==> config.mk <==
export PLATFORM = sky130hd
export DESIGN_NAME = snx_ram
export DESIGN_NICKNAME = d
export VERILOG_FILES = /design/src/rtl/snx_ram.sv
export SDC_FILE = /design/constraint.sdc
export NUM_CORES = 2
export LEC_CHECK = 0
export CORE_ASPECT_RATIO = 1.75
export CORE_UTILIZATION = 45
export CTS_CLUSTER_DIAMETER = 80
export DETAILED_ROUTE_END_ITERATION = 16
export DONT_BUFFER_PORTS = 1
export PLACE_DENSITY = 0.61
export SKIP_LAST_GASP = 1
export SYNTH_ARGS = -nofsm -noshare
export SYNTH_HDL_FRONTEND = slang
export SYNTH_SLANG_ARGS = --single-unit
==> constraint.sdc <==
create_clock -name clk -period 2.9 [get_ports clk]
set_input_delay 0.29 -clock clk [delete_from_list [all_inputs] [get_ports clk]]
set_output_delay 0.29 -clock clk [all_outputs]
set_load 0.02 [all_outputs]
==> src/rtl/snx_ram.sv <==
// Generic single-write, single-read RAM with a registered read port.
// Depends on nothing; used for every copy of the permutation table.
`default_nettype none

module snx_ram #(
	parameter int WIDTH = 8,
	parameter int DEPTH = 256,
	localparam int AW = $clog2(DEPTH)
) (
	input  wire logic             clk,
	input  wire logic             we,
	input  wire logic [AW-1:0]    waddr,
	input  wire logic [WIDTH-1:0] wdata,
	input  wire logic [AW-1:0]    raddr,
	output logic      [WIDTH-1:0] rdata
);

	logic [WIDTH-1:0] mem [DEPTH];

	// Write port and registered read port.
	always_ff @(posedge clk) begin
		if (we) begin
			mem[waddr] <= wdata;
		end
		rdata <= mem[raddr];
	end

endmodule

`default_nettype wire

# Yosys cells after proc, flatten, opt, wreduce, memory -nomap -nowiden
# Memories as Yosys holds them, arrays and structs flattened. A register that Yosys moved wholly into a read port is not among the register bits.
# Index checks and enable logic that the tools add are counted.
dict set report classes {
  muxes 2
}
# op n
set ops {}
lappend ops {{1-bit 2-to-1 mux} 2}
dict set report totals {
  ff_bits 0
  ram_bits 2048
  mem_count 1
}
# name words width rd rd_ports_with_merged_regs write_ports line_no
set memory_table {}
lappend memory_table {mem 256 8 1 1 1 18} ;# logic [WIDTH-1:0] mem [DEPTH];

# Depth between registers and ports, before layout
dict set report logic_depth {
  depth_word 2
  mapped_depth 11
  mapped_depth_nobuf 6
}

# Worst setup path before layout
# Ideal clock, no wire load.
dict set report synth_path {
  path_type {input port to flip-flop}
  from {input raddr[0]}
  to {register rdata[2] (read register of mem)}
  setup_time_ns 0.131
  arrival_ns 2.097
  required_time_ns 2.769
  path_slack_ns 0.672
  cell_stages 9
  n_path_buf 4
  path_cell_list {buf_6 > buf_12 > buf_8 > buf_2 > mux4_2 > a22oi_1 > a21oi_1 > nor4_1 > nor4_2}
}
# element line_no
set synth_lines {}
lappend synth_lines {{from (decl)} 14} ;# input wire logic [AW-1:0] raddr,
lappend synth_lines {{to (decl)} 15} ;# output logic [WIDTH-1:0] rdata

==> reports/metrics.cfg <==
[timing]
min_period_over_period=1.27
fmax_mhz=271
layout_setup_ws_ns=-0.795
fin_crit_ns=3.69
rsz0062_at_grt=no
hold_violations=290
worstMarginPinSlew_ns=2.81
slew_headroom=-0.875
setup_viol=8
drv_slew=221
clock_skew_ns=0.0439
hold_slack_ns=-0.336

[drt]
drt_wl_total_um=201000
first_iter_violations=3428
ant_nets=0
wire_per_inst_um=31.0
drc_errors=0
viasPerCell=5.97
vias=38800
dr.pass1.iters=6

[placement]
post_dp_cell_area_um2=84100
io_buffers=0
place_inst=6153
dpl.hpwl_um=116000
gp_congestion=0.824

[power]
peakVddDrop_mv=0.415
combPwrFrac=0.041
switchingPower_w=0.0118
swShare=0.200
p_clk_frac=0.404
seqPwrFrac=0.555
power.leakage_nw=28.4
p_per_area_nw_per_um2=655
p_int_w=0.0473

[die]
start_util=0.454
pin_count=34
placementRows=203
dieWidth_um=320
core_um2=175000
die_area_um2=179000
fp.dieH_um=558

[status]
outcome=finished, violations left
violations=negative hold slack, max-slew violations, negative setup slack

[clocking]
htree_levels=4
clockBufferDepth=4
clkSinkCount=2056
cts_buffers=181
clkLatencyLatePin_ns=0.81
clock-root-buffer=clkbuf_16
cts_tree=built
postCtsSetupRepairBufs=0
clk_pin_slew_worst_paths_ns=0.07

[synthesis]
synth-compound-area-share=0.0342
synthAdderAreaFrac=0
synth_fp_nets=3759
syn_area_per_cell_um2=21.3
synthSimpleGateAreaFrac=0.0263
ys_types=55
synth.area.mux_share=0.146
synthCells=3733
synth_largest_area_cell=edfxtp_1
synth_top_cell_area_share=0.773
synth-edff-count=2048
synth_area_leaders=edfxtp_1 (77%), mux4_2 (13%), mux2i_1 (1.7%)
yosys_warnings=0
ys_seq_area_frac=0.775
ys_seq_elements=2056
synth_area_um2=79600
synth_top_family_by_area=multiplexers
synthFlopType=edfxtp_1
synth_xor_area_frac=0
synth-async-reset-ratio=0

[layout]
final_cells=6492
layout_common_cells=edfxtp_1 (2048), mux4_2 (454), buf_4 (392)
nets=4132
fin_area_um2=90300
layout_commonest_cell=edfxtp_1
syn2layout_area_growth_pct=13.5
drive_above_1_share=0.268

[worst_setup_path]
required_ns=3.54
cp-start-kind=input port
crit_path_end_kind=flop
path_class=in2reg
crit_fanout=446
arrival_ns=4.34

[global_routing]
track_usage=0.224
grt_pass1_vias=40200
grt_max_degree=579
grt_pass1_wl_um=287000
grt_overflow=0
antenna_found_initial=5

[flow_run]
drv_cap=0

[min_path]
hold_class=in2reg

==> critical path: stages <==
cell	delay, ns
mux4_2	0.97
a22oi_1	0.32
a21oi_1	0.11
buf_4	0.17
nor4_1	0.79
buf_4	0.27
nor4_2	0.05
==> registers in the layout (all words and copies together) (netlist names) <==
signal  count
rdata       8
mem      2048
==> cells in the mapped netlist (all sizes together), types with 22 or more instances <==
master / count
edfxtp: 2048
mux4: 456
nor2: 282
mux2i: 134
a22oi: 133
buf: 122
clkbuf: 111
a21oi: 96
o221ai: 47
nand3: 34
nand2: 33
nor2b: 31
o22ai: 28
nor4: 27
nor3: 22
==> stage by stage <==
step | setup WS, ns | util | hold WS (ns) | setup TNS (ns) | power [W]
after CTS | 0.0193 | 0.513 | -0.420 | 0 | 0.0590
after global routing | 0.0323 | 0.515 | -0.389 | 0 | 0.0605
final | -0.795 | 0.515 | -0.336 | -3.76 | 0.0591
after floorplan | 0.672 | - | 0.389 | 0 | 0.0350
after detailed placement | -0.695 | 0.480 | 0.427 | -2.11 | 0.0354
after global placement | -0.678 | 0.480 | 0.436 | -2.54 | 0.0354
==> cell families (layout without fill, tap and decap cells) <==
family,after synthesis,after routing
flops,2056,2056
mux,591,591
simple gates,466,466
buf+inv,235,737
compound gates,385,385
other cells,0,2
==> per-layer routing <==
| metal | global-route usage | vias up | part of all wire |
|---|---|---|---|
| met5 | 0 | - | 0 |
| met4 | 0.0879 | 0 | 0.042 |
| met3 | 0.0281 | 348 | 0.050 |
| met2 | 0.415 | 1180 | 0.55 |
| met1 | 0.264 | 20900 | 0.36 |
| li1 | - | 16400 | - |
==> layout make-up <==
class                   instances  area, um2
clock inverters                94        947
repair buffers                423       3520
fillers                     13800      85000
diodes                          2       5.00
flip-flops and latches       2056      61700
clock buffers                 218       4770
inverters                       2       7.51
multi-input cells            1442      16500
well taps                    2255       2820
==> power groups by stage <==
stage / logic, W / clock network, W / registers, W
after floorplan: 0.00159 / 0 / 0.0334
after global placement: 0.00191 / 0 / 0.0335
after detailed placement: 0.00191 / 0 / 0.0335
after CTS: 0.00194 / 0.0242 / 0.0328
after global routing: 0.00245 / 0.0252 / 0.0328
final: 0.00242 / 0.0239 / 0.0328
==> path summary, 6_finish.rpt <==
| path | start | end | slack [ns] | cells after the start |
|---|---|---|---|---|
| setup / recovery | raddr[1] | rdata[6] | -0.79 | 7 |
| setup reg to reg | mem[82][3] | rdata[3] | 0.07 | 6 |
| hold / removal | wdata[2] | mem[193][2] | -0.34 | 0 |
| hold reg to reg | mem[18][2] | rdata[2] | 1.10 | 6 |
==> repair_timing <==
action | in CTS | in global routing
hold buffers | 12 | 13
hold endpoints to repair | 2103 | 1328
gates resized for setup | 3 | 0
setup endpoints to repair | 3 | 0
No activity file was read; power rests on OpenSTA's default activity.
